## src/rtl/core/xsrg_pkg.sv

```systemverilog
// Shared types and constants for the xorshift128 range generator.
`default_nettype none

package xsrg_pkg;

  localparam int WORD_W  = 32;
  localparam int VALUE_W = 30;
  localparam int BOUND_W = 31;

  localparam logic [WORD_W-1:0] SEED_A = 32'd123456789;
  localparam logic [WORD_W-1:0] SEED_B = 32'd362436069;
  localparam logic [WORD_W-1:0] SEED_C = 32'd521288629;
  localparam logic [WORD_W-1:0] SEED_D = 32'd88675123;

  localparam int SHIFT_T_LEFT  = 11;
  localparam int SHIFT_D_RIGHT = 19;
  localparam int SHIFT_T_RIGHT = 8;

  // One remainder step per dividend bit.
  localparam int DIV_STEPS = VALUE_W;
  localparam int CNT_W     = $clog2(DIV_STEPS);
  localparam logic [CNT_W-1:0] CNT_LAST = CNT_W'(DIV_STEPS - 1);

  localparam int IN_DATA_W  = 64;
  localparam int OUT_DATA_W = 32;

  typedef enum logic [1:0] {
    ST_IDLE,
    ST_DIV,
    ST_DONE
  } xsrg_state_t;

  typedef struct packed {
    logic load;      // take an input transaction, advance the generator
    logic div_step;  // one remainder step
    logic out_load;  // move the finished result into the output register
  } xsrg_cmd_t;

  typedef struct packed {
    logic ranged;    // ranged request with a non-empty range
    logic out_busy;  // output register holds a result that is not taken this cycle
  } xsrg_status_t;

endpackage

`default_nettype wire

```

## src/rtl/core/xsrg_ctrl.sv

```systemverilog
// Controller: sequences load, remainder steps and result hand-off.
`default_nettype none

module xsrg_ctrl
  import xsrg_pkg::*;
(
  input  wire logic         clk,
  input  wire logic         rst,
  input  wire logic         in_valid,
  output logic              in_ready,
  input  wire xsrg_status_t status,
  output xsrg_cmd_t         cmd
);

  xsrg_state_t      state, state_next;
  logic [CNT_W-1:0] cnt, cnt_next;

  always_ff @(posedge clk) begin
    if (rst) begin
      state <= ST_IDLE;
      cnt   <= '0;
    end else begin
      state <= state_next;
      cnt   <= cnt_next;
    end
  end

  always_comb begin
    state_next = state;
    cnt_next   = cnt;
    unique case (state)
      ST_IDLE: begin
        if (in_valid) begin
          state_next = ST_DIV;
          cnt_next   = CNT_LAST;
        end
      end
      ST_DIV: begin
        if (!status.ranged || cnt == '0) begin
          state_next = ST_DONE;
        end else begin
          cnt_next = cnt - 1'b1;
        end
      end
      ST_DONE: begin
        if (!status.out_busy) begin
          state_next = ST_IDLE;
        end
      end
      default: state_next = ST_IDLE;
    endcase
  end

  always_comb begin
    in_ready     = 1'b0;
    cmd          = '0;
    unique case (state)
      ST_IDLE: begin
        in_ready = 1'b1;
        cmd.load = in_valid;
      end
      ST_DIV: begin
        cmd.div_step = status.ranged;
      end
      ST_DONE: begin
        cmd.out_load = !status.out_busy;
      end
      default: ;
    endcase
  end

endmodule

`default_nettype wire

```

## src/rtl/core/xsrg_dp.sv

```systemverilog
// Datapath: xorshift128 state, serial remainder unit and output register.
`default_nettype none

module xsrg_dp
  import xsrg_pkg::*;
(
  input  wire logic               clk,
  input  wire logic               rst,
  input  wire xsrg_cmd_t          cmd,
  output xsrg_status_t            status,
  input  wire logic               req_type,
  input  wire logic [BOUND_W-1:0] lower_bound,
  input  wire logic [BOUND_W-1:0] upper_bound,
  output logic                    out_valid,
  input  wire logic               out_ready,
  output logic [BOUND_W-1:0]      random_value,
  output logic                    range_error
);

  logic [WORD_W-1:0]  word_a, word_b, word_c, word_d;
  logic [WORD_W-1:0]  t_mix, d_next;
  logic [VALUE_W-1:0] value;     // shifts out MSB-first during division
  logic [VALUE_W-1:0] raw_value; // kept for raw mode
  logic [BOUND_W-1:0] lower, span, rem;
  logic               ranged, err;
  logic               range_ok;
  logic [BOUND_W:0]   trial, trial_diff;
  logic [BOUND_W-1:0] result;

  assign t_mix  = word_a ^ (word_a << SHIFT_T_LEFT);
  assign d_next = (word_d ^ (word_d >> SHIFT_D_RIGHT)) ^ (t_mix ^ (t_mix >> SHIFT_T_RIGHT));

  assign range_ok = upper_bound > lower_bound;

  always_ff @(posedge clk) begin
    if (rst) begin
      word_a <= SEED_A;
      word_b <= SEED_B;
      word_c <= SEED_C;
      word_d <= SEED_D;
    end else if (cmd.load) begin
      word_a <= word_b;
      word_b <= word_c;
      word_c <= word_d;
      word_d <= d_next;
    end
  end

  // Restoring remainder: shift in one dividend bit, subtract span if it fits.
  assign trial      = {rem, value[VALUE_W-1]};
  assign trial_diff = trial - {1'b0, span};

  always_ff @(posedge clk) begin
    if (rst) begin
      ranged <= 1'b0;
      err    <= 1'b0;
    end else if (cmd.load) begin
      ranged <= req_type & range_ok;
      err    <= req_type & ~range_ok;
    end
  end

  always_ff @(posedge clk) begin
    if (cmd.load) begin
      value     <= d_next[VALUE_W-1:0];
      raw_value <= d_next[VALUE_W-1:0];
      lower     <= lower_bound;
      span      <= upper_bound - lower_bound;
      rem       <= '0;
    end else if (cmd.div_step) begin
      value <= {value[VALUE_W-2:0], 1'b0};
      if (trial >= {1'b0, span}) begin
        rem <= trial_diff[BOUND_W-1:0];
      end else begin
        rem <= trial[BOUND_W-1:0];
      end
    end
  end

  always_comb begin
    priority if (ranged) begin
      result = lower + rem;
    end else if (err) begin
      result = '0;
    end else begin
      result = BOUND_W'(raw_value);
    end
  end

  always_ff @(posedge clk) begin
    if (rst) begin
      out_valid <= 1'b0;
    end else if (cmd.out_load) begin
      out_valid <= 1'b1;
    end else if (out_ready) begin
      out_valid <= 1'b0;
    end
  end

  always_ff @(posedge clk) begin
    if (cmd.out_load) begin
      random_value <= result;
      range_error  <= err;
    end
  end

  assign status.ranged   = ranged;
  assign status.out_busy = out_valid & ~out_ready;

endmodule

`default_nettype wire

```

## src/rtl/core/xorshift128_range_generator.sv

```systemverilog
// Top level of the xorshift128 range generator.
//
// Input stream s_axis: one transaction is one request. tuser selects raw
// (0) or ranged (1) mode; tdata carries the lower and upper bounds.
// Output stream m_axis: one transaction per request, in request order.
// tdata carries the value, tuser the range error flag.
// Every request advances the xorshift128 state once at acceptance.
// Raw requests and empty/inverted ranges: after acceptance the controller
// passes through ST_DIV and ST_DONE, and m_axis_tvalid is registered on the
// ST_DONE hand-off. Ranged requests: the remainder unit takes one bit per
// cycle over the 30 value bits in ST_DIV before ST_DONE. s_axis_tready is
// high only in ST_IDLE, so no request is taken while one is in progress.
// The output register frees the datapath: a finished result waits there
// while the next request is accepted; if the receiver still stalls when the
// following result is ready, the block holds it and deasserts s_axis_tready.
// Reset (rst, synchronous) reloads the fixed seeds and empties the output.
`default_nettype none

module xorshift128_range_generator
  import xsrg_pkg::*;
(
  input  wire logic                  clk,
  input  wire logic                  rst,
  input  wire logic                  s_axis_tvalid,
  output logic                       s_axis_tready,
  input  wire logic [IN_DATA_W-1:0]  s_axis_tdata,  // [30:0] lower_bound, [61:31] upper_bound
  input  wire logic                  s_axis_tuser,  // [0] req_type
  output logic                       m_axis_tvalid,
  input  wire logic                  m_axis_tready,
  output logic [OUT_DATA_W-1:0]      m_axis_tdata,  // [30:0] random_value
  output logic                       m_axis_tuser   // [0] range_error
);

  xsrg_cmd_t          cmd;
  xsrg_status_t       status;
  logic [BOUND_W-1:0] random_value;

  xsrg_ctrl u_ctrl (
    .clk      (clk),
    .rst      (rst),
    .in_valid (s_axis_tvalid),
    .in_ready (s_axis_tready),
    .status   (status),
    .cmd      (cmd)
  );

  xsrg_dp u_dp (
    .clk          (clk),
    .rst          (rst),
    .cmd          (cmd),
    .status       (status),
    .req_type     (s_axis_tuser),
    .lower_bound  (s_axis_tdata[BOUND_W-1:0]),
    .upper_bound  (s_axis_tdata[2*BOUND_W-1:BOUND_W]),
    .out_valid    (m_axis_tvalid),
    .out_ready    (m_axis_tready),
    .random_value (random_value),
    .range_error  (m_axis_tuser)
  );

  assign m_axis_tdata = {{(OUT_DATA_W-BOUND_W){1'b0}}, random_value};

endmodule

`default_nettype wire
```

## config.mk

```make
export PLATFORM = sky130hd
export DESIGN_NAME = xorshift128_range_generator
export DESIGN_NICKNAME = d
export VERILOG_FILES = /design/src/rtl/core/xsrg_pkg.sv /design/src/rtl/core/xsrg_ctrl.sv /design/src/rtl/core/xsrg_dp.sv /design/src/rtl/core/xorshift128_range_generator.sv
export SDC_FILE = /design/constraint.sdc
export NUM_CORES = 1
export LEC_CHECK = 0
export BUFFER_PORTS_ARGS = -buffer_cell sky130_fd_sc_hd__buf_2
export CAP_MARGIN = 20
export CELL_PAD_IN_SITES_DETAIL_PLACEMENT = 0
export CELL_PAD_IN_SITES_GLOBAL_PLACEMENT = 1
export CORE_MARGIN = 1
export CORE_UTILIZATION = 43
export DETAILED_ROUTE_END_ITERATION = 10
export PLACE_DENSITY_LB_ADDON = 0.1
export SYNTH_ARGS = -nofsm -noshare
export SYNTH_HDL_FRONTEND = slang
export SYNTH_SLANG_ARGS = --single-unit
```

## constraint.sdc

```tcl
create_clock -name clk -period 5 [get_ports clk]
set_clock_uncertainty 0.15 [all_clocks]
set_input_delay 1 -clock clk [delete_from_list [all_inputs] [get_ports clk]]
set_output_delay 1 -clock clk [all_outputs]
set_load 0.02 [all_outputs]
```

After elaboration in Yosys (flattened, before gate mapping)
Cells that the tools add are included.
{ "op_classes": {"add_sub_neg": 4, "magnitude_cmp": 2, "n_eq_ne": 6, "muxes": 18, "n_bitwise": 9, "n_reduce_logical": 10} }
{ "ops": {"columns": ["operator", "n"], "rows": [
  ["$mux 30", 3],
  ["$xor 32x32->32", 2],
  ["$mux 31", 2],
  ["$sub 31x31->31", 2],
  ["$ge 32x31->1", 1],
  ["$xor 32x13->32", 1],
  ["$xor 32x24->32", 1],
  ["$add 31x31->31", 1],
  ["$gt 31x31->1", 1],
  ["$mux 5", 2],
  ["$pmux 5 s2", 1],
  ["$mux 1", 6],
  ["$mux 2", 3],
  ["$ne 2x2->1 const B", 3],
  ["$pmux 2 s3", 1],
  ["$reduce_and 3->1", 2],
  ["$reduce_bool 2->1", 3],
  ["$logic_not 5->1", 1],
  ["$sub 5x1->5 const B", 1],
  ["$and 1x1->1", 3],
  ["$eq 2x1->1 const B", 1],
  ["$eq 2x2->1 const B", 1],
  ["$logic_not 1->1", 2],
  ["$logic_not 2->1", 1],
  ["other kinds (3)", 4]
]} }
{ "word_totals": {"reg_bits": 323, "output_inout_bits": 35} }

Longest topological paths before layout
Gate-level depths: netlist (run 1).
{ "depth": {"ltp_word": 5, "mapped_depth": 13, "ltp_nobuf": 13} }

Modules after synthesis
From an unflattened synthesis (run 1), not the netlist that was laid out.
{ "hier_totals": {"cells_unflattened": 1774, "area_unflattened_um2": 17534.3} }
{ "by_module_without_submodules": {"columns": ["mod", "n_inst", "cells_each", "area_per_inst_um2"], "rows": [
  ["xsrg_dp", 1, 1732, 17161.5],
  ["xsrg_ctrl", 1, 40, 361.6],
  ["xorshift128_range_generator", 1, 2, 11.3]
]} }

Worst setup path after synthesis (run 1)
OpenSTA, ideal clock, no wires.
{ "synth_path": {"path_kind": "input-to-reg", "startpoint": "in s_axis_tvalid", "endpoint": "reg u_dp.value[16], data pin", "setup_ns": 0.150, "arrival_ns": 4.503, "required_time_ns": 4.700, "path_slack_ns": 0.197, "path_stages": 6, "n_path_buf": 2, "cell_sequence": "nand2_1 -> inv_1 -> clkbuf_1 -> buf_1 -> nand2_1 -> nand2_1"} }
{ "synth_rtl": {"columns": ["item", "line", "rtl"], "rows": [
  ["from (decl)", "xorshift128_range_generator.sv:24", "input wire logic s_axis_tvalid,"],
  ["to (signal assigned)", "xsrg_dp.sv:65", "value <= d_next[VALUE_W-1:0];"],
  ["to (signal assigned)", "xsrg_dp.sv:71", "value <= {value[VALUE_W-2:0], 1'b0};"],
  ["to (decl)", "xsrg_dp.sv:22", "logic [VALUE_W-1:0] value;"]
]} }

Worst setup path after layout (run 1)
{ "layout_path": {"startpoint": "in s_axis_tdata[31]", "endpoint": "reg u_dp.span[30], data pin"} }
{ "layout_between": {"elab_chain_cells": 1} }
{ "layout_lines": {"columns": ["item", "line", "rtl"], "rows": [
  ["from (decl)", "xorshift128_range_generator.sv:26", "input wire logic [IN_DATA_W-1:0] s_axis_tdata,"],
  ["$sub 31x31->31", "xsrg_dp.sv:68", "span <= upper_bound - lower_bound;"],
  ["to (signal assigned)", "xsrg_dp.sv:68", null],
  ["to (decl)", "xsrg_dp.sv:24", "logic [BOUND_W-1:0] lower, span, rem;"]
]} }
No other way between the ends.
A chain may end at the register's enable or synchronous reset.

==> results.toml, run 1 <==
[drt]
wl_per_cell_um = 17.6
drtIter0Drc = 799
ant_nets = 0
drc = 0
viasPerCell = 5.21
num_vias = 13000
dr.pass1.iters = 5
postRouteWirelength_mm = 43.9

[yosys]
synth-compound-area-share_pct = 15.6
ys_types = 69
yosys.area_share.simple_pct = 17.2
async_flop_share_pct = 0
synthCells = 1876
synthAdderAreaFrac_pct = 7.18
syn_avg_cell_area_um2 = 9.17
synthXorXnorAreaFrac_pct = 8.80
synth_edf_count = 154
syn_nets = 2042
yosys_warnings = 0
yosys_register_bits = 323
synthMuxAreaShare_pct = 0.589
seq_area_frac_synth_pct = 46.5
synthFlopType = "dfxtp_1"
syn_area_um2 = 17200
synth_top_family_by_area = "simple AND/OR/NAND/NOR gates"

[run]
max_cap_violations = 0

[power]
powerDensity_nw_per_um2 = 374
p_comb_share_pct = 16.5
switching_power_mw = 2.02
ir_worst_vdd_uv = 252
finalPower_mw = 7.27
sw_frac_of_total_pct = 27.7
leakagePower_nw = 8.13
power.share.clock_pct = 39.0
internal_power_mw = 5.26
seqPwrFrac_pct = 44.5

[critical_path]
required_ns = 5.16
r2r-start = "u_dp.value[29]"
worst-setup-path-type = "primary input to flop"
r2r-end = "u_dp.rem[8]"
path_buf_inv = 3
critPathLaunchType = "primary input"
cp_slowest_cell = "a221oi_2"
crit_fanout = 4
endpoint_kind = "flop"
r2r_slack_ns = 1.35
reg2reg_depth = 12
worstPathArrival_ns = 3.97
path_cells = "buf_2 -> inv_1 -> ha_1 -> inv_1 -> fa_1 -> a211oi_1 -> o21ai_0 -> a21oi_1 -> o31ai_2 -> a221oi_2 -> o31ai_2 -> nor2b_1 -> a211oi_2 -> xnor2_1"
path_delay_family = "compound AO/OA/AOI/OAI gates"
slowest_delay_ns = 0.48
worst-path-stages = 14

[layout]
finish.utilization_pct = 49.7
mostFrequentLayoutCell = "nand2_1"
area_delta_synth_final_pct = 13.0
nets = 2111
drive_gt1_share_pct = 9.78
fillCellCount = 3779
num_antenna_cells = 0
fin_cells = 2492
mostFrequentLayoutCells = "393 x nand2_1, 171 x a21oi_1, 169 x dfxtp_1, 154 x edfxtp_1, 134 x xnor2_1"

[floorplanning]
die_h_um = 202
core_um2 = 39100
initial_utilization_pct = 44.0
dieArea_um2 = 40800
ioPinCount = 104
rows = 72
die_w_um = 202

[sta]
fin_crit_sh_pct = 76.3
max_clock_freq_mhz = 262
setup-violations-final = 0
rsz0062_at_grt = "no"
whs_ns = 0.300
slew_headroom_pct = 37.6
finalHoldViolations = 0
slew_violations = 0
timing.final.crit_period_ns = 3.81
worstMarginPinSlew_ns = 0.934
fin_setup_tns_ns = 0

[global_route]
grt_max_degree = 116
grtUsageTotal_pct = 21.6
grt_pass1_vias = 12500
grt-ovfl-total = 0
antenna_found_initial = 0
grt_pass1_wl_mm = 69.4

[clock_tree]
cts-root-buf = "clkbuf_16"
cts_resized = 0
clkLatencyLatePin_ns = 0.55
cts.path.max_buffers = 3
cts_buffers = 37
cts_hold_buf = 0
cts_num_sinks = 323
post-cts-setup-buffers = 0
cts_max_level = 2
clk_pin_slew_ns = 0.07
cts_tree = "done"

[placement]
place.gp.congestion = 0.897
io_buffers = 100
place_inst = 2422
dpl.hpwl_mm = 31.7

[min_path]
min_from = "u_dp.word_c[3]"
worst_hold_path_type = "flop to flop"
hold_depth = 2
holdPathEnd = "u_dp.word_b[3]"

[status]
status = "completed"
through the flow:
stage	setup slack, ns	instance area (µm²)
floorplan	0.197	17200
global placement	0.654	18100
detailed placement	0.646	18100
CTS	1.23	19400
global route	1.04	19400
finish	1.19	19400
worst min-delay path, stage by stage (launching register included):
cell,delay (ns)
dfxtp_1,0.31
nand2_1,0.05
a21oi_1,0.05
how the worst max path moves through the flow:
stage | start | endpoint | slack [ns]
floorplan | s_axis_tvalid | u_dp.value[16] | 0.20
global placement | s_axis_tdata[31] | u_dp.span[30] | 0.65
detailed placement | s_axis_tdata[31] | u_dp.span[30] | 0.65
CTS | s_axis_tdata[31] | u_dp.span[30] | 1.23
global route | s_axis_tdata[31] | u_dp.span[30] | 1.04
finish | s_axis_tdata[31] | u_dp.span[30] | 1.19
routing by layer:
layer	share of wire (%)	wire length (µm)	GRT usage (%)	up-vias
met4	1.7	740	5.65	0
met3	3.1	1370	2.82	49
met5	0	0	0	-
li1	-	-	-	6664
met2	47	20400	35.4	175
met1	49	21400	29.9	6103
layout make-up:
class | count | area (µm²) | share of cell area [%]
clock inverter | 22 | 270 | 1.39
tap | 518 | 648 | 3.33
sequential | 323 | 8010 | 41.2
timing repair buffer | 114 | 641 | 3.29
multi-input combinational | 1377 | 8520 | 43.8
clock buffer | 46 | 1000 | 5.15
inverter | 92 | 353 | 1.81
registers in the layout, summed over array words and instances (netlist names):
register and cells:
u_dp.word_c 32, u_dp.raw_value 30, u_dp.random_value 31, u_dp.range_error 1, u_ctrl.cnt 5, u_dp.err 1, u_dp.word_b 32, u_dp.word_a 32
u_dp.lower 31, u_dp.word_d 32, u_dp.ranged 1, u_dp.span 31, u_dp.out_valid 1, u_dp.value 30, u_dp.rem 31, u_ctrl.state 2
kinds of logic after synthesis:
logic type | Yosys count
adders and majority gates | 97
other | 1
buffers and inverters | 176
AOI/OAI and AO/OA | 435
DFF | 323
xor gates and xnor gates | 173
and+or+nand+nor | 661
muxes | 10
Yosys cell counts, types with 5 or more instances:
cell,count,area (µm²)
and3_1,10,62.6
ha_1,94,1180
o21ai_0,89,445
inv_1,92,345
a31oi_1,14,87.6
xnor2_1,134,1170
nand3_1,20,100
o211ai_1,6,45.0
mux2i_1,9,90.1
a21o_1,53,398
o21bai_1,15,113
and2_1,7,43.8
o21a_1,10,75.1
or3_1,8,50.1
nor4_1,5,31.3
nand3b_1,52,390
nor3_1,22,110
a32oi_1,8,70.1
clkbuf_1,68,255
nand2b_1,16,100
nor2b_1,11,68.8
o31ai_1,7,52.6
edfxtp_1,154,4620
a22o_1,6,52.6
o21ai_1,10,50.1
xor2_1,39,342
buf_1,6,22.5
a211oi_1,12,90.1
nor2_1,93,349
nand4_1,12,75.1
a21oi_1,171,856
nand2_1,394,1480
dfxtp_1,169,3380
power groups by stage:
| stage | clock, mW | combinational [mW] | sequential, mW |
|---|---|---|---|
| 2_1_floorplan | 0 | 0.869 | 3.26 |
| 3_3_place_gp | 0 | 1.19 | 3.29 |
| 3_5_place_dp | 0 | 1.20 | 3.29 |
| 4_1_cts | 2.91 | 1.21 | 3.24 |
| 5_1_grt | 3.02 | 1.34 | 3.26 |
| 6_report | 2.84 | 1.20 | 3.24 |
(Power assumes the default switching activity.)
==> run 2: changes to the inputs <==
==> constraint.sdc (replaced) <==
create_clock -name clk -period 3.2 [get_ports clk]
set_clock_uncertainty 0.15 [all_clocks]
set_input_delay 0.64 -clock clk [delete_from_list [all_inputs] [get_ports clk]]
set_output_delay 0.64 -clock clk [all_outputs]
set_load 0.02 [all_outputs]
==> run 2 against run 1 <==
Critical path type is now flop to flop; sequential share of layout area down 2.4 points; cell area up 6.1%; clock-buffer cell count fell by 2; final cell count rose by 5.3%; via count increased by 4.4%; sequential power is 56% higher; worst setup slack worse by 1.1 ns; register-to-register slack got worse by 1.2 ns.
==> results.toml, run 2 (synthesis results as in run 1) <==
[status]
status = "completed"

[layout]
fillCellCount = 3629
area_delta_synth_final_pct = 19.9
drive_gt1_share_pct = 16.9
finish.utilization_pct = 52.8
num_antenna_cells = 0
mostFrequentLayoutCell = "nand2_1"
fin_cells = 2623
nets = 2242
mostFrequentLayoutCells = "393 x nand2_1, 169 x a21oi_1, 167 x dfxtp_1, 154 x edfxtp_1, 136 x buf_4"

[clock_tree]
cts_max_level = 2
cts-root-buf = "clkbuf_16"
cts_tree = "done"
cts.path.max_buffers = 3
clk_pin_slew_ns = 0.06
cts_buffers = 38
clkLatencyLatePin_ns = 0.57
cts_hold_buf = 0
cts_num_sinks = 323

[sta]
timing.final.crit_period_ns = 3.09
slew_violations = 0
max_clock_freq_mhz = 323
fin_crit_sh_pct = 96.7
setup-violations-final = 0
worstMarginPinSlew_ns = 0.892
whs_ns = 0.118
finalHoldViolations = 0
slew_headroom_pct = 40.5
rsz0062_at_grt = "yes"

[global_route]
grt_pass1_vias = 13300
grt-ovfl-total = 0
grtUsageTotal_pct = 22.3
grt_pass1_wl_mm = 71.5
grt_max_degree = 130
antenna_found_initial = 1

[floorplanning]
die_h_um = 202
initial_utilization_pct = 44.0
core_um2 = 39100
dieArea_um2 = 40800
die_w_um = 202
rows = 72
ioPinCount = 104

[drt]
num_vias = 13600
ant_nets = 0
postRouteWirelength_mm = 45.2
dr.pass1.iters = 5
drc = 0
drtIter0Drc = 821
wl_per_cell_um = 17.2
viasPerCell = 5.17

[power]
ir_worst_vdd_uv = 409
leakagePower_nw = 8.82
finalPower_mw = 11.5
powerDensity_nw_per_um2 = 555

[critical_path]
endpoint_kind = "flop"
critPathLaunchType = "flop"
worstPathArrival_ns = 3.42
crit_fanout = 10
worst-setup-path-type = "flop to flop"
required_ns = 3.52

[min_path]
worst_hold_path_type = "primary input to flop"

[placement]
place.gp.congestion = 0.858
dpl.hpwl_mm = 33.0
place_inst = 2549
io_buffers = 100

[run]
max_cap_violations = 0
run 2: layer usage:
layer | up-vias | track usage, % | wire [µm]
met4 | 0 | 7.20 | 1170
li1 | 6929 | - | -
met5 | - | 0 | 0
met2 | 207 | 36.4 | 21300
met3 | 54 | 3.39 | 1880
met1 | 6369 | 30.3 | 20900
run 2: area by class of cell:
cell class	instances	area, µm²	share of cell area, %
repair buffers	244	1690	8.18
flip-flops and latches	323	8010	38.8
clock inverters	25	241	1.17
well taps	518	648	3.14
multi-input cells	1377	8700	42.2
inverters	92	353	1.71
clock buffers	44	995	4.82
run 2: stage by stage:
step	area, µm²	TNS, ns	setup WS [ns]
2_1_floorplan	17200	0	0.00103
3_3_place_gp	19200	-2.04	-0.370
3_5_place_dp	19200	-2.44	-0.406
4_1_cts	20500	-0.00371	-0.00371
5_1_grt	20600	-0.113	-0.0214
6_report	20600	0	0.107
run 2: power by group:
part / internal, mW / switching (mW)
Clock: 2.51 / 1.83
Combinational: 0.857 / 1.22
Sequential: 4.84 / 0.210
Total: 8.20 / 3.26
run 2: worst paths after layout:
check	startpoint	depth (start not counted)	slack, ns	endpoint
setup / recovery	u_dp.value[29]	14	0.11	u_dp.rem[2]
hold / removal	s_axis_tdata[16]	1	0.12	u_dp.lower[16]
setup reg to reg	u_dp.value[29]	14	0.11	u_dp.rem[2]
hold reg to reg	u_dp.word_b[6]	2	0.29	u_dp.word_a[6]
run 2: timing repair:
action / CTS / global route
resized for setup: 10 / 32
buffers inserted: 1 / 3
gates cloned: 1 / 0
pin swaps: 4 / 8
setup endpoints to repair: 26 / 43
run 2: critical path, cell delays in order, from the launching register on:
cell and delay (ns):
edfxtp_1 0.37, inv_1 0.06, ha_2 0.18, fa_2 0.35
nand2b_4 0.17, a211oi_4 0.30, nor3_4 0.09, o21a_1 0.19
o211ai_1 0.20, buf_4 0.17, a2111oi_4 0.08, buf_4 0.18
buf_16 0.15, nand2b_4 0.14, a311oi_2 0.25
